### src/hdl/hnt_pkg.sv
package hnt_pkg;

  localparam int COLS_CFG_W = 11;
  localparam int ROWS_CFG_W = 13;
  localparam int STEP_W     = 16;
  localparam int UNIT_W     = 16;
  localparam int ROW_OUT_W  = 12;
  localparam int COL_OUT_W  = 10;
  localparam int CFG_IDX_W  = 2;

  // Quotient and root widths of the normaliser: F = v^2 * 2^30 / S never exceeds 2^30.
  localparam int QUOT_W = 31;
  localparam int ROOT_W = 16;

  typedef enum logic [CFG_IDX_W-1:0] {
    CFG_COLUMNS = 2'd0,
    CFG_ROWS    = 2'd1,
    CFG_STEP    = 2'd2
  } cfg_reg_t;

  typedef struct packed {
    logic full;
    logic empty;
  } q_stat_t;

endpackage

### src/hdl/hnt_fifo.sv
module hnt_fifo #(
  parameter int W = 8
) (
  input  logic             clk,
  input  logic             rst,
  input  logic             push,
  input  logic [W-1:0]     din,
  input  logic             pop,
  output logic [W-1:0]     dout,
  output hnt_pkg::q_stat_t stat
);
  import hnt_pkg::*;

  logic [W-1:0] entry [2];
  logic         wp;
  logic         rp;
  logic [1:0]   cnt;

  always_ff @(posedge clk) begin
    if (push) begin
      entry[wp] <= din;
    end
  end

  always_ff @(posedge clk) begin
    if (rst) begin
      wp  <= 1'b0;
      rp  <= 1'b0;
      cnt <= 2'd0;
    end else begin
      if (push) begin
        wp <= ~wp;
      end
      if (pop) begin
        rp <= ~rp;
      end
      cnt <= cnt + 2'(push) - 2'(pop);
    end
  end

  assign dout       = entry[rp];
  assign stat.full  = (cnt == 2'd2);
  assign stat.empty = (cnt == 2'd0);

endmodule

### config.mk
export PLATFORM = sky130hd
export DESIGN_NAME = hnt_fifo
export DESIGN_NICKNAME = d
export VERILOG_FILES = /design/src/hdl/hnt_pkg.sv /design/src/hdl/hnt_fifo.sv
export SDC_FILE = /design/constraint.sdc
export NUM_CORES = 1
export LEC_CHECK = 0
export BUFFER_PORTS_ARGS = -buffer_cell sky130_fd_sc_hd__buf_4
export CAP_MARGIN = 20
export CORE_MARGIN = 2
export CORE_UTILIZATION = 45
export CTS_BUF_LIST = sky130_fd_sc_hd__clkbuf_8
export DETAILED_ROUTE_END_ITERATION = 6
export GPL_ROUTABILITY_DRIVEN = 0
export PLACE_DENSITY = 0.74
export SYNTH_ARGS = -nofsm -noshare
export SYNTH_HDL_FRONTEND = slang
export SYNTH_SLANG_ARGS = --single-unit
### constraint.sdc
create_clock -name clk -period 2.52 [get_ports clk]
set_input_delay 0.378 -clock clk [delete_from_list [all_inputs] [get_ports clk]]
set_output_delay 0.378 -clock clk [all_outputs]
set_load 0.1 [all_outputs]
Word level (Yosys, flattened, before mapping):

Memory sizes are Yosys's and may differ from the RTL's. A register that Yosys moved wholly into a read port is not among the register bits.
Index checks and enable logic that the tools add are counted.

* bits in registers: 4
* latch bits: 0
* memory bits (writable): 16
* bits in read-only memories: 0
* input bits: 12
* memories: 1

* $add $sub $neg: 2
* multipliers: 0
* divide/modulo/power cells: 0
* order comparisons: 0
* equality and inequality tests: 1
* shift-type cells: 0
* muxes and demuxes: 4
* bitwise operators: 2
* reduce and logical (&&, ||, !) cells: 1

Memories
* entry: words 2, width 8, read ports 1, clocked after memory_dff 1, wr ports 1, line hnt_fifo.sv:14 `logic [W-1:0] entry [2];`

Operator list (count)
* 1-bit 2-to-1 mux: 4
* 2-bit by 1-bit adder with 2-bit output: 1
* 2-bit == test (second input constant): 1
* 2-bit zero test: 1
* 1-bit NOT: 2
* 2-bit by 1-bit subtractor with 2-bit output: 1

Logic depth before layout (Yosys ltp):

Gate-level depths: netlist of the first run.

* depth after elaboration: 3
* depth in mapped cells: 6
* depth with buffers taken out: 6

Least setup slack after synthesis of the first run:

OpenSTA, ideal clock, no wires.

* path kind: reg-to-output
* start point: reg cnt[1]
* end point: out stat[1] (netlist name)
* data arrival time: 1.706 ns
* required time: 2.142 ns
* setup slack: 0.436 ns
* stages on the path, launching flop included: 2
* buffers on the path: 0
* cells stage by stage: dfxtp_1 -> nor2b_1

RTL lines
* from (decl): line hnt_fifo.sv:17 `logic [1:0] cnt;`
* from (signal assigned): line hnt_fifo.sv:37 `cnt <= cnt + 2'(push) - 2'(pop);`
* to (decl): line hnt_fifo.sv:10 `output hnt_pkg::q_stat_t stat`

==> results of run 1 <==
-- final timing paths --
kind | startpoint | end | slack [ns]
hold reg to reg | rp$_SDFFE_PP0P_ | rp$_SDFFE_PP0P_ | 0.52
hold / removal | din[7] | entry[0][7]$_DFFE_PP_ | 0.31
setup / recovery | flop | dout[1] | 0.75
setup reg to reg | wp$_SDFFE_PP0P_ | entry[0][0]$_DFFE_PP_ | 1.26
-- cells in the final DEF, fill, tap and decap left out --
master     n
xnor3_1    1
and2_1     1
ha_1       2
mux2_2     8
nor2b_1    3
dfxtp_1    5
buf_4     21
edfxtp_1  16
nor2_1     5
xnor2_1    2
inv_1      3
clkbuf_8   3
-- registers in the layout, summed over array words and instances, names as in the netlist, named ones only --
name,flops
entry,16
cnt,2
rp,1
wp,1
-- layer usage --
| metal | track usage [%] | vias up | routed length, µm |
|---|---|---|---|
| li1 | - | 209 | - |
| met3 | 3.57 | 0 | 63 |
| met5 | 0 | - | 0 |
| met4 | 6.86 | 0 | 0 |
| met2 | 18.1 | 14 | 544 |
| met1 | 10.3 | 193 | 417 |
-- metrics by stage --
step / utilization [%] / hold slack, ns / cells / area (µm²) / total power (W)
6_report: 59.9 / 0.310 / 87 / 1010 / 0.000909
5_1_grt: 59.9 / 0.300 / 87 / 1010 / 0.000944
4_1_cts: 59.9 / 0.307 / 87 / 1010 / 0.000917
3_5_place_dp: 57.2 / 0.501 / 83 / 966 / 0.000720
3_3_place_gp: 57.2 / 0.498 / 83 / 966 / 0.000716
2_1_floorplan: - / 0.450 / 46 / 792 / 0.000658
-- logic make-up (layout without fill, tap and decap cells) --
family | count (synthesis) | in the layout | synth area share (%)
adder cells (fa/ha/maj) | 2 | 2 | 3.16
AND/OR/NAND/NOR | 9 | 9 | 5.53
buffers and inverters | 3 | 27 | 1.58
flip-flops | 21 | 21 | 73.3
XOR/XNOR | 3 | 3 | 5.06
multiplexers | 8 | 8 | 11.4
-- area by class of cell --
cell class                      instances  area (µm²)  share of cell area [%]
Clock buffer                            3        41.3                    4.08
Clock inverter                          1        3.75                   0.371
Inverter                                2        7.51                   0.743
Multi-Input combinational cell         22         199                    19.7
Sequential cell                        21         581                    57.4
Tap cell                               17        21.3                    2.10
Timing Repair Buffer                   21         158                    15.6
-- power groups by stage --
stage	Clock (W)	Combinational, W	Sequential, W
after detailed placement	0	0.000293	0.000426
after global routing	0.000218	0.000305	0.000422
after floorplan	0	0.000239	0.000419
after CTS	0.000204	0.000294	0.000419
after global placement	0	0.000291	0.000425
final	0.000200	0.000292	0.000418
==> run metrics, run 1 <==
Routed WL per cell=11.8 µm; total of max-cap violations=0; TritonCTS clock tree=yes; Post-Place Worst Slack=0.993 ns; clk sinks=21; Worst VDD drop=0.717 mV; outcome=finished clean; CTS Buf Count=3; cell with the most instances after synthesis=edfxtp_1; EDFF count, synth=16; vias=416; RSZ-0062 raised after global routing=false; clock tree buffer depth=2; Fmax=566 MHz; crit-path max FO=8; Most used DFF post-synth=edfxtp_1; Synth area leaders=edfxtp_1 (61%), dfxtp_1 (13%), mux2_2 (11%); Max-slew headroom=52.2%; share of layout cells above drive strength 1=45.7%; slowest cell delay on critical path=0.53 ns; R2R cell count=1; Worst Path Buf+Inv=1; fill cell count=139; top post-synthesis cells by count=edfxtp_1 (16), mux2_2 (8), dfxtp_1 (5), nor2_1 (5), nor2b_1 (3); Pint=0.000591 W; post-synthesis sequential area ratio=73.3%; IO Pins=22; NumNets Final=85; initial antenna violation count=0; Starting Density=46.9%; Die W=46.0 µm; final-report hold violation count=0; Die Height=46.0 µm; Setup crit start kind=flop; fin. max-slew vios=0; DR iter-0 viols=4; Port Buf Inserts=21; Root Driver=clkbuf_8; WP data arrival=1.39 ns; Post CTS Setup Buffer Count=0; vias per cell=4.78; clock share of power=22.0%; Final period util=70.2%; Hold Path Class=input port to flop; core area=1690 µm²; cell taking the most area after synthesis=edfxtp_1; first-pass GRT wire length=1460 µm; total congestion overflow=0; setup tns final=0 ns; clock transition at the registers of the reported paths=0.07 ns; die area=2110 µm²; hold path depth=1; Initial DRT Pass Iterations=2; n_diodes=0; largest net degree at the start of global routing=12; Pwr per Cell Area=899 nW/µm²; vias in the first global route=378; part of the power in combinational logic=32.1%; Critical Path Stages=2; Psw=0.000318 W; Synth async-reset ratio=0%; Tmin final=1.77 ns; Synth top area share=60.7%; worst path required time=2.14 ns; WL final=1030 µm; cells along the critical path=mux2_2 -> buf_4; Mapped Cells=46; Netlist cell types=11; Slew @ Worst Pin=0.715 ns; Core Rows=15; post-CTS sizing=0; WS Path Type=flop to output port; Slowest cell on crit path=dfxtp_1; Worst setup EP type=output port; Synth Cell Area=792 µm²; CP top delay family=flip-flops; all-layer global routing usage=10.4%; Area growth, synth to finish=27.6%; clk_lat worst skew=0.25 ns; ANT nets after route=0; Yosys Warn Count=0; syn_area_per_cell=17.2 µm²; leak pwr=0.409 nW; Layout Skew=0.000683 ns; final setup fails=0; Synth Register Bits=21; Final WS setup=0.752 ns; sequential power share=46.0%; Hold Buf Count CTS=0; # DRC=0; Sw Share=35.0%; htree depth=1; Syn Nets=60
Note: power is estimated with default switching activity, not from simulation.
==> inputs of run 2 (changes only) <==
==> constraint.sdc (replaced) <==
create_clock -name clk -period 1.7 [get_ports clk]
set_input_delay 0.255 -clock clk [delete_from_list [all_inputs] [get_ports clk]]
set_output_delay 0.255 -clock clk [all_outputs]
set_load 0.1 [all_outputs]
==> run metrics, run 2 (same netlist as run 1, synthesis figures left out) <==
placed cell area=978 µm²; Post CTS Setup Buffer Count=0; Psw=0.000485 W; Layout Skew=0.00532 ns; Initial DRT Pass Iterations=3; # DRC=0; max FFs per register=16; Slew @ Worst Pin=0.387 ns; worst path required time=1.44 ns; n_diodes=0; vias per cell=4.84; Worst setup EP type=output port; Tmin final=1.53 ns; total congestion overflow=0; WS Path Type=flop to output port; setup tns final=0 ns; leak pwr=0.413 nW; largest net degree at the start of global routing=13; die area=2110 µm²; Slowest cell on crit path=dfxtp_2; clock transition at the registers of the reported paths=0.07 ns; Setup crit start kind=flop; HP Start=din[3]; largest registers=entry (16), cnt (2); NumNets Final=86; Worst Path Buf+Inv=1; share of layout cells above drive strength 1=52.1%; RSZ-0062 raised after global routing=false; Port Buf Inserts=21; cells along the critical path=mux2_2 -> buf_4; Core Rows=15; commonest non-fill, non-tap cell in the layout=buf_4; Multi-input gate area=204 µm²; leading cell types in the layout, fill and taps excluded=buf_4 (22), edfxtp_1 (16), mux2_2 (8); Design Area, Final=1030 µm²; part of the power in combinational logic=32.0%; clock share of power=22.5%; final-report hold violation count=0; core area=1690 µm²; CTS Buf Count=3; Critical Path Stages=2; ANT nets after route=0; first-pass GRT wire length=1660 µm; Reg-to-Reg Start=cnt[0]$_SDFF_PP0_; fill cell count=144; vias in the first global route=408; clk sinks=21; hold path depth=1; Design Power=0.00137 W; R2R cell count=6; all-layer global routing usage=11.7%; Pint=0.000884 W; sequential power share=45.5%; met3 Track Usage GR=3.17%; Final WS setup=0.170 ns; met2 usage=17.5%; clock tree buffer depth=2; Worst VDD drop=0.604 mV; crit-path max FO=8; Max-slew headroom=74.2%; layer with the highest usage=met2; WL final=1140 µm; Area growth, synth to finish=29.5%; TritonCTS clock tree=yes; Pwr per Cell Area=1330 nW/µm²; Die W=46.0 µm; CP top delay family=flip-flops; Post-Place Worst Slack=0.313 ns; Final Core Density=60.7%; Fmax=654 MHz; IO Pins=22; Hold Path Class=input port to flop; Starting Density=46.9%; total of max-cap violations=0; final setup fails=0; Register Area=582 µm²; Die Height=46.0 µm; Root Driver=clkbuf_8; DR iter-0 viols=5; Final period util=90.0%; Reg with most FFs=entry; fin. max-slew vios=0; outcome=finished clean; Routed WL per cell=12.9 µm; htree depth=1; met1 Resource Use GR=14.2%; initial antenna violation count=0; Sw Share=35.4%; vias=426; clk_lat worst skew=0.25 ns; slowest cell delay on critical path=0.43 ns; WP data arrival=1.28 ns
[run 2: worst paths after layout]
kind	to	slack, ns
worst max-delay path	dout[4]	0.17
worst min-delay path	entry[0][3]$_DFFE_PP_	0.18
worst max register to register	cnt[1]$_SDFF_PP0_	0.47
worst min register to register	wp$_SDFFE_PP0P_	0.55
[run 2: layout make-up]
class	count	area share, %
clock buffers	3	4.02
clock inverters	1	0.488
inverters	2	0.732
multi-input cells	22	19.9
flip-flops and latches	21	56.7
well taps	17	2.07
repair buffers	22	16.1
[run 2: worst register-to-register path, stage by stage, from the launching register on]
cell and delay, ns:
dfxtp_1 0.37, inv_1 0.06, ha_1 0.26, inv_1 0.05
ha_1 0.14, xnor3_1 0.21, nor2_1 0.09
[run 2: what timing repair did]
action / 4_1_cts / 5_1_grt
gates resized for setup: 0 / 1
hold buffers: 0 / 0
endpoints found under the setup margin: 0 / 8
[run 2: power groups by stage]
stage | Clock, W | Sequential, W | Combinational (W)
final | 0.000308 | 0.000623 | 0.000438
after global routing | 0.000338 | 0.000628 | 0.000454
after CTS | 0.000318 | 0.000623 | 0.000441
after detailed placement | 0 | 0.000634 | 0.000440
after global placement | 0 | 0.000632 | 0.000436
after floorplan | 0 | 0.000623 | 0.000358
[run 2: per-layer routing]
metal  share of wire, %  up-vias
li1                   -      211
met1                 42      202
met2                 51       11
met3                5.6        2
met4               0.88        0
met5                  0        -
[run 2: per-stage QoR]
stage / std cells / hold WS, ns
2_1_floorplan: 46 / 0.327
3_3_place_gp: 84 / 0.442
3_5_place_dp: 84 / 0.444
4_1_cts: 88 / 0.179
5_1_grt: 88 / 0.173
6_report: 88 / 0.183
