### config.mk
export PLATFORM = sky130hd
export DESIGN_NAME = hnt_back
export DESIGN_NICKNAME = d
export VERILOG_FILES = /design/src/hdl/hnt_pkg.sv /design/src/hdl/hnt_back.sv
export SDC_FILE = /design/constraint.sdc
export NUM_CORES = 2
export LEC_CHECK = 0
export BUFFER_PORTS_ARGS = -buffer_cell sky130_fd_sc_hd__buf_2
export CAP_MARGIN = 20
export CELL_PAD_IN_SITES_DETAIL_PLACEMENT = 0
export CELL_PAD_IN_SITES_GLOBAL_PLACEMENT = 1
export CORE_MARGIN = 4
export CORE_UTILIZATION = 51
export DETAILED_ROUTE_END_ITERATION = 8
export GPL_TIMING_DRIVEN = 0
export PLACE_DENSITY = 0.81
export SETUP_SLACK_MARGIN = 0.05
export SYNTH_ARGS = -nofsm -noshare
export SYNTH_HDL_FRONTEND = slang
export SYNTH_SLANG_ARGS = --single-unit
### constraint.sdc
create_clock -name clk -period 14.65 [get_ports clk]
set_input_delay 2.93 -clock clk [delete_from_list [all_inputs] [get_ports clk]]
set_output_delay 2.93 -clock clk [all_outputs]
set_load 0.01 [all_outputs]
### src/hdl/hnt_pkg.sv
package hnt_pkg;

  localparam int COLS_CFG_W = 11;
  localparam int ROWS_CFG_W = 13;
  localparam int STEP_W     = 16;
  localparam int UNIT_W     = 16;
  localparam int ROW_OUT_W  = 12;
  localparam int COL_OUT_W  = 10;
  localparam int CFG_IDX_W  = 2;

  // Quotient and root widths of the normaliser: F = v^2 * 2^30 / S never exceeds 2^30.
  localparam int QUOT_W = 31;
  localparam int ROOT_W = 16;

  typedef enum logic [CFG_IDX_W-1:0] {
    CFG_COLUMNS = 2'd0,
    CFG_ROWS    = 2'd1,
    CFG_STEP    = 2'd2
  } cfg_reg_t;

  typedef struct packed {
    logic full;
    logic empty;
  } q_stat_t;

endpackage

### src/hdl/hnt_back.sv
module hnt_back #(
  parameter int HEIGHT_BITS = 16,
  localparam int JOB_W      = 2 * (HEIGHT_BITS + 1) + 17 + 22
) (
  input  logic                                 clk,
  input  logic                                 rst,
  input  logic [JOB_W-1:0]                     job,
  input  hnt_pkg::q_stat_t                     q_stat,
  output logic                                 pop,
  output logic                                 out_valid,
  input  logic                                 out_stall,
  output logic signed [hnt_pkg::UNIT_W-1:0]    normal_x,
  output logic signed [hnt_pkg::UNIT_W-1:0]    normal_y,
  output logic signed [hnt_pkg::UNIT_W-1:0]    normal_z,
  output logic signed [hnt_pkg::UNIT_W-1:0]    tangent_x,
  output logic signed [hnt_pkg::UNIT_W-1:0]    tangent_y,
  output logic [hnt_pkg::ROW_OUT_W-1:0]        point_row,
  output logic [hnt_pkg::COL_OUT_W-1:0]        point_col
);
  import hnt_pkg::*;

  localparam int DW   = HEIGHT_BITS + 1;
  localparam int TS_W = STEP_W + 1;
  localparam int MW   = (HEIGHT_BITS > TS_W) ? HEIGHT_BITS : TS_W;
  localparam int CPW  = MW + 1;
  localparam int SQ_W = 2 * MW;
  localparam int S_W  = SQ_W + 2;

  typedef enum logic [2:0] {B_IDLE, B_SQ, B_DIV, B_SQRT, B_HOLD} bstate_t;

  bstate_t state;
  logic signed [DW-1:0]  ja, jc;
  logic [TS_W-1:0]       jts;
  logic [ROW_OUT_W-1:0]  jrow;
  logic [COL_OUT_W-1:0]  jcol;
  logic                  vec;
  logic [1:0]            k;
  logic [4:0]            step;
  logic [3:0]            bitn;
  logic [SQ_W-1:0]       sq [3];
  logic [S_W-1:0]        sum_sq;
  logic [S_W-1:0]        rem;
  logic [QUOT_W-1:0]     quot;
  logic [ROOT_W-1:0]     root;
  logic signed [UNIT_W-1:0] res [5];

  logic signed [CPW-1:0] comp_a, comp_na, comp_c, comp_ts, cur;
  logic [MW-1:0]         mag;
  logic [SQ_W-1:0]       prod;
  logic [S_W:0]          trial;
  logic                  ge;
  logic [ROOT_W-1:0]     trial_r;
  logic [2*ROOT_W-1:0]   sqr;
  logic [ROOT_W-1:0]     root_next;
  logic [ROOT_W:0]       q_wide;
  logic signed [UNIT_W-1:0] q_val, q_signed;
  logic [1:0]            last_k;
  logic [2:0]            res_idx;

  assign comp_a  = CPW'(ja);
  assign comp_na = -comp_a;
  assign comp_c  = CPW'(jc);
  assign comp_ts = CPW'(signed'({1'b0, jts}));

  // Normal is (a, 2*step, c) and tangent is (2*step, -a, 0).
  always_comb begin
    unique case ({vec, k})
      3'b000:  cur = comp_a;
      3'b001:  cur = comp_ts;
      3'b010:  cur = comp_c;
      3'b100:  cur = comp_ts;
      3'b101:  cur = comp_na;
      default: cur = '0;
    endcase
  end

  assign mag  = cur[CPW-1] ? MW'(-cur) : MW'(cur);
  assign prod = SQ_W'(mag) * SQ_W'(mag);

  // Restoring division step: the numerator is sq * 2^30, whose only set low bit is sq[0].
  assign trial = {rem, (step == 5'd1) ? sq[k][0] : 1'b0};
  assign ge    = (trial >= (S_W + 1)'(sum_sq));

  assign trial_r   = root | (ROOT_W'(1) << bitn);
  assign sqr       = (2 * ROOT_W)'(trial_r) * (2 * ROOT_W)'(trial_r);
  assign root_next = (sqr <= (2 * ROOT_W)'(quot)) ? trial_r : root;

  // Largest q with 2q-1 not above the root gives round to nearest.
  assign q_wide   = ((ROOT_W + 1)'(root_next) + (ROOT_W + 1)'(1)) >> 1;
  assign q_val    = UNIT_W'(q_wide);
  assign q_signed = (sum_sq == '0) ? '0 : (cur[CPW-1] ? -q_val : q_val);

  assign last_k  = vec ? 2'd1 : 2'd2;
  assign res_idx = vec ? 3'(k) + 3'd3 : 3'(k);
  assign pop     = (state == B_IDLE) && !q_stat.empty;

  always_ff @(posedge clk) begin
    if (rst) begin
      state     <= B_IDLE;
      out_valid <= 1'b0;
      vec       <= 1'b0;
      k         <= 2'd0;
      step      <= 5'd0;
      bitn      <= 4'd0;
    end else begin
      if (out_valid && !out_stall && (state != B_HOLD)) begin
        out_valid <= 1'b0;
      end
      unique case (state)
        B_IDLE: begin
          if (pop) begin
            {ja, jc, jts, jrow, jcol} <= job;
            vec   <= 1'b0;
            k     <= 2'd0;
            state <= B_SQ;
          end
        end
        B_SQ: begin
          sq[k]  <= prod;
          sum_sq <= ((k == 2'd0) ? '0 : sum_sq) + S_W'(prod);
          if (k == 2'd2) begin
            k     <= 2'd0;
            step  <= 5'd0;
            state <= B_DIV;
          end else begin
            k <= k + 2'd1;
          end
        end
        B_DIV: begin
          if (step == 5'd0) begin
            rem <= S_W'(sq[k] >> 1);
          end else begin
            rem  <= ge ? S_W'(trial - (S_W + 1)'(sum_sq)) : S_W'(trial);
            quot <= {quot[QUOT_W-2:0], ge};
          end
          if (step == 5'd31) begin
            root  <= '0;
            bitn  <= 4'd15;
            state <= B_SQRT;
          end else begin
            step <= step + 5'd1;
          end
        end
        B_SQRT: begin
          root <= root_next;
          if (bitn == 4'd0) begin
            res[res_idx] <= q_signed;
            if (k == last_k) begin
              if (vec) begin
                state <= B_HOLD;
              end else begin
                vec   <= 1'b1;
                k     <= 2'd0;
                state <= B_SQ;
              end
            end else begin
              k     <= k + 2'd1;
              step  <= 5'd0;
              state <= B_DIV;
            end
          end else begin
            bitn <= bitn - 4'd1;
          end
        end
        B_HOLD: begin
          if (!out_valid || !out_stall) begin
            normal_x  <= res[0];
            normal_y  <= res[1];
            normal_z  <= res[2];
            tangent_x <= res[3];
            tangent_y <= res[4];
            point_row <= jrow;
            point_col <= jcol;
            out_valid <= 1'b1;
            state     <= B_IDLE;
          end
        end
        default: state <= B_IDLE;
      endcase
    end
  end

endmodule

Word-level counts from Yosys, hierarchy flattened
Memories as Yosys holds them, arrays and structs flattened. A register that Yosys moved wholly into a read port is not among the register bits.
Index checks and enable logic that the tools add are counted.
W data, S select, Z words.
{"block": "totals", "register_bits": 230, "mem_bits_rw": 182, "inputBits": 78, "output_inout_bits": 104, "elab_cells": 141, "mem_count": 2}
{"memory": "sq", "words": 3, "width": 34, "read_ports": 1, "rd_ports_with_merged_regs": 1, "write_ports": 1, "line_no": "hnt_back.sv:40", "text": "logic [SQ_W-1:0] sq [3];"}
{"memory": "res", "words": 5, "width": 16, "read_ports": 5, "rd_ports_with_merged_regs": 5, "write_ports": 1, "line_no": "hnt_back.sv:45", "text": "logic signed [UNIT_W-1:0] res [5];"}
{"block": "op_classes", "n_addsub": 10, "multipliers": 2, "order_cmp": 2, "n_eq_ne": 23, "shifts": 1, "muxes": 51, "bitwise_logic": 3, "reduce_logical": 29}
{"operator": "$mux W36", "n": 2}
{"operator": "$pmux W18 S4", "n": 1}
{"operator": "$mux W16", "n": 4}
{"operator": "$ge A37 B36 Y1", "n": 1}
{"operator": "$add A36 B34 Y36", "n": 1}
{"operator": "$logic_not A36 Y1", "n": 1}
{"operator": "$sub A36 B36 Y36", "n": 1}
{"operator": "$mul A17 B17 Y34", "n": 1}
{"operator": "$mux W33", "n": 1}
{"operator": "$le A32 B31 Y1", "n": 1}
{"operator": "$mul A16 B16 Y32", "n": 1}
{"operator": "$pmux W16 S2", "n": 1}
{"operator": "$mux W3", "n": 8}
{"operator": "$mux W5", "n": 4}
{"operator": "$ne A2 B2 Y1 const B", "n": 9}
{"operator": "$neg A17 Y18", "n": 1}
{"operator": "$add A16 B1 Y17 const B", "n": 1}
{"operator": "$mux W17", "n": 1}
{"operator": "$neg A17 Y17", "n": 1}
{"operator": "$mux W2", "n": 8}
{"operator": "$neg A16 Y16", "n": 1}
{"operator": "$or A16 B16 Y16", "n": 1}
{"operator": "$shl A1 B4 Y16 const A", "n": 1}
{"operator": "$pmux W3 S5", "n": 1}
{"operator": "other kinds (33)", "n": 68}

Logic depth before layout (Yosys ltp)
{"block": "depth", "word_depth": 9, "mapped_depth": 54}

Least setup slack after synthesis
No wires, ideal clock.
{"block": "synth_timing", "path_type": "in2reg", "from": "in rst", "to": "reg normal_x[0] (netlist name) (read register of res), enable pin", "setup_time_ns": 0.709, "arrival_ns": 10.748, "required_ns": 13.941, "path_slack_ns": 3.194, "cell_stages": 3, "path_buffers": 2, "path_cell_list": "clkbuf_1 > clkbuf_1 > nor3b_1"}
{"block": "synth_via", "elab_chain_cells": 2}
{"item": "start, declared", "line_no": "hnt_back.sv:6", "text": "input logic rst,"}
{"item": "$not A1 Y1 (no line)"}
{"item": "$reduce_and A3 Y1 (no line)"}
{"item": "end, declared", "line_no": "hnt_back.sv:12", "text": "output logic signed [hnt_pkg::UNIT_W-1:0] normal_x,"}
Every way passes these cells.
A chain may end at the register's enable or synchronous reset.

Worst setup path after layout
{"block": "layout_timing", "from": "reg bitn[2]", "to": "mem res[2][10] (data pin)"}
{"block": "layout_via", "elab_chain_cells": 9}
{"item": "start, declared", "line_no": "hnt_back.sv:39", "text": "logic [3:0] bitn;"}
{"item": "start signal, assigned", "line_no": "hnt_back.sv:162", "text": "bitn <= bitn - 4'd1;"}
{"item": "$shl A1 B4 Y16 *", "line_no": "hnt_back.sv:84", "text": "assign trial_r = root | (ROOT_W'(1) << bitn);"}
{"item": "$or A16 B16 Y16 *", "line_no": "hnt_back.sv:84"}
{"item": "$mul A16 B16 Y32", "line_no": "hnt_back.sv:85", "text": "assign sqr = (2 * ROOT_W)'(trial_r) * (2 * ROOT_W)'(trial_r);"}
{"item": "$le A32 B31 Y1", "line_no": "hnt_back.sv:86", "text": "assign root_next = (sqr <= (2 * ROOT_W)'(quot)) ? trial_r : root;"}
{"item": "$mux W16 *", "line_no": "hnt_back.sv:86"}
{"item": "net root_next[1]", "line_no": "hnt_back.sv:54", "text": "logic [ROOT_W-1:0] root_next;"}
{"item": "$add A16 B1 Y17 *", "line_no": "hnt_back.sv:89", "text": "assign q_wide = ((ROOT_W + 1)'(root_next) + (ROOT_W + 1)'(1)) >> 1;"}
{"item": "$neg A16 Y16", "line_no": "hnt_back.sv:91", "text": "assign q_signed = (sum_sq == '0) ? '0 : (cur[CPW-1] ? -q_val : q_val);"}
{"item": "$mux W16 * (2 in a row)", "line_no": "hnt_back.sv:91"}
{"item": "net q_signed[10]", "line_no": "hnt_back.sv:56", "text": "logic signed [UNIT_W-1:0] q_val, q_signed;"}
{"item": "end, declared", "line_no": "hnt_back.sv:45"}
The timed path passes the listed nets; every way through them passes the cells marked *.

==> metrics.md <==
| Metric | Value |
|---|---|
| Final Cycle Share | `93.7%` |
| Most used DFF post-synth | `edfxtp_1` |
| Mapped cell area | `38,500 um2` |
| Worst r2r dst | `res[2][10]` |
| Die area | `80,000 um2` |
| Synth unique cells | `88` |
| Hold Path Origin | `res[4][7]` |
| Ys Warns | `0` |
| Final Max Slew Viols | `0` |
| TritonCTS Buffers | `53` |
| Worst path max stage delay | `630 ps` |
| Relative slew slack | `26.0%` |
| Die height | `283 um` |
| Worst Hold Class | `reg2reg` |
| Mapped Nets | `4,389` |
| Final core utilization | `57.5%` |
| Syn Inst Count | `3,636` |
| Final setup viols | `0` |
| Worst Tran Pin Value | `1100 ps` |
| Initial antenna violation count | `0` |
| Drt first pass iters | `6` |
| Worst min-delay path endpoint | `tangent_y[7]` |
| CTS tree | `done` |
| Worst Skew | `79.9 ps` |
| CP Capture Type | `flip-flop` |
| CTS H-tree depth | `2` |
| Core Region | `74,700 um2` |
| Layout cell share with drive strength beyond 1 | `9.67%` |
| Number of max-cap violations | `0` |
| Antenna diodes | `0` |
| Critical Path RT | `15,010 ps` |
| Ys async rst share | `0%` |
| Area Growth Syn to Fin | `11.5%` |
| DR iter-0 viols | `2,008` |
| Reg2Reg Depth | `49` |
| Total track usage | `24.4%` |
| WL final | `95.7 mm` |
| # DRC | `0` |
| Top-level I/O count | `182` |
| Final hold violations | `0` |
| FF-to-FF setup slack | `920 ps` |
| Status | `finished, final reports clean` |
| Initial Util | `51.5%` |
| Hold depth | `0` |
| RR Startpoint | `bitn[2]` |
| Clock tree sinks | `491` |
| Clk root buf | `clkbuf_16` |
| Clock Pin Slew Worst Setup and Hold Paths | `60 ps` |
| Vias in the first global route | `27,288` |
| Via count of the routed design | `27,211` |
| Cts hold-fix bufs | `0` |
| Nets | `4,663` |
| HPWL reported at the end of detailed placement | `76.9 mm` |
| RSZ-0062 raised after global routing | `false` |
| Number of port buffers | `179` |
| Routed wire per std cell | `19.4 um` |
| Worst-path fanout max | `10` |
| Clk_lat worst skew | `650 ps` |
| FMAX | `72.8 MHz` |
| Vias/cell | `5.53` |
| Crit start category | `flip-flop` |
| CP startpoint | `bitn[2]` |
| Placer Congestion | `0.912` |
| Minimum clock period | `13,730 ps` |
| Crit Path Class | `reg2reg` |
| Placement row count | `100` |
| Die W | `283 um` |
| CP Data Arrival Time | `14,100 ps` |
| Global-route wire length before repair | `152 mm` |
| Syn Area/Cell | `10.6 um2` |
| Post-synth EDFFs | `473` |
| Final ANT Viol Nets | `0` |
| Max Root-Sink Buffers | `3` |
| #FFs+latches synth | `491` |
| Layout Cells excl Fill | `4,921` |
| Largest net degree at the start of global routing | `34` |
| Slowest cell on crit path | `a2111oi_2` |
| DP Cell Count | `4,819` |
| Total congestion overflow | `0` |
| Seq/Total Area, Yosys | `37.8%` |
==> worst max path at each step <==
stage | end | slack [ps]
4_1_cts | res[4][12] | 100
5_1_grt | res[1][12] | 130
3_3_place_gp | normal_y[7] | -60
2_1_floorplan | normal_x[0] | 3190
6_report | res[2][10] | 920
3_5_place_dp | res[3][12] | 220
==> registers in the layout (all words and copies together) (netlist names), 4 cells and up, named ones only <==
register and flops:
bitn 4, ja 17, jc 17, jcol 10, jrow 12, jts 17
normal_x 16, normal_y 16, normal_z 16, point_col 10, point_row 12, quot 31
rem 36, res 80, root 16, sq 99, step 5, sum_sq 36
tangent_x 16, tangent_y 16
==> final cells by class <==
| class | instances | area, um2 |
|---|---|---|
| Fill cell | 6385 | 31800 |
| Multi-Input combinational cell | 2401 | 21200 |
| Inverter | 655 | 2460 |
| Clock inverter | 43 | 433 |
| Buffer | 89 | 348 |
| Clock buffer | 54 | 1330 |
| Timing Repair Buffer | 219 | 1330 |
| Sequential cell | 491 | 14600 |
| Tap cell | 969 | 1210 |
==> synth_stat cells, types with 18 or more instances <==
cell,number,area share [%]
xor2_1,52,1.2
dfxtp_1,18,0.94
ha_1,319,10
a211oi_1,47,0.92
nor3_1,49,0.64
and2_1,21,0.34
inv_1,643,6.3
o21ai_0,89,1.2
xnor2_1,110,2.5
and3_1,26,0.42
nand3_1,50,0.65
nor2b_1,25,0.41
nand2_1,278,2.7
a21o_1,57,1.1
a21oi_1,158,2.1
or3_1,25,0.41
nand2b_1,27,0.44
edfxtp_1,473,37
fa_1,356,19
nor4_1,24,0.39
nand4_1,20,0.32
nor2_1,348,3.4
a31oi_1,50,0.81
mux2i_1,39,1.0
clkbuf_1,75,0.73
==> placed cells by master, fill, tap and decap left out, types with 15 or more instances in the layout <==
| cell | instances |
|---|---|
| o21bai_1 | 15 |
| clkbuf_1 | 72 |
| clkbuf_16 | 53 |
| dfxtp_1 | 18 |
| nor3_1 | 45 |
| o31ai_1 | 16 |
| buf_2 | 184 |
| fa_1 | 356 |
| nand2b_1 | 27 |
| xor2_1 | 52 |
| and2_1 | 20 |
| or3_1 | 25 |
| nor2b_1 | 24 |
| nand4_1 | 20 |
| a21o_1 | 57 |
| a21oi_1 | 153 |
| mux2i_1 | 39 |
| a211oi_1 | 47 |
| edfxtp_1 | 473 |
| o21ai_0 | 89 |
| buf_4 | 17 |
| clkinv_1 | 16 |
| nand3_1 | 50 |
| xnor2_1 | 109 |
| nor4_1 | 20 |
| ha_1 | 319 |
| nor2_1 | 342 |
| a31oi_1 | 50 |
| o21a_1 | 17 |
| and3_1 | 26 |
| inv_1 | 643 |
| nand2_1 | 278 |
==> metal layers <==
layer	wire length, um	global-route usage, %
met1	44100	36.2
met2	42000	37.9
met3	7440	4.09
met4	2220	5.69
met5	0	0
==> per-stage QoR <==
stage	worst slack, ps	TNS (ps)	area (um2)	hold WS [ps]
after CTS	99.6	0	42800	410
final	917	0	42900	401
after floorplan	3190	0	38500	400
after global placement	-61.3	-5150	40600	401
after global routing	127	0	42900	415
after detailed placement	220	0	41100	405
==> critical path, delay by kind of cell, from the launching register on <==
kind / cells / cell delay [ps]
simple gates: 14 / 3060
xor+xnor: 2 / 270
buf+inv: 7 / 1280
fa+ha+maj: 10 / 3830
compound gates: 16 / 4690
flops: 1 / 320
==> cells by family (layout without fill, tap and decap cells) <==
family / after synthesis / count (layout) / share of synthesized area [%]
and+or+nand+nor: 938 / 938 / 11.1
buffers and inverters: 744 / 1060 / 7.27
adders and majority gates: 675 / 675 / 28.9
AOI/OAI and AO/OA: 585 / 585 / 10.1
DFF: 491 / 491 / 37.8
xor gates and xnor gates: 162 / 162 / 3.69
muxes: 41 / 41 / 1.08
==> what timing repair did <==
action / CTS / global route
gates resized for setup: 0 / 19
endpoints found under the setup margin: 0 / 61
setup buffers: 0 / 2
Power is left out: the tool's default activity adds up to more than one toggle a clock period on the data nets, which glitch-free logic cannot reach.
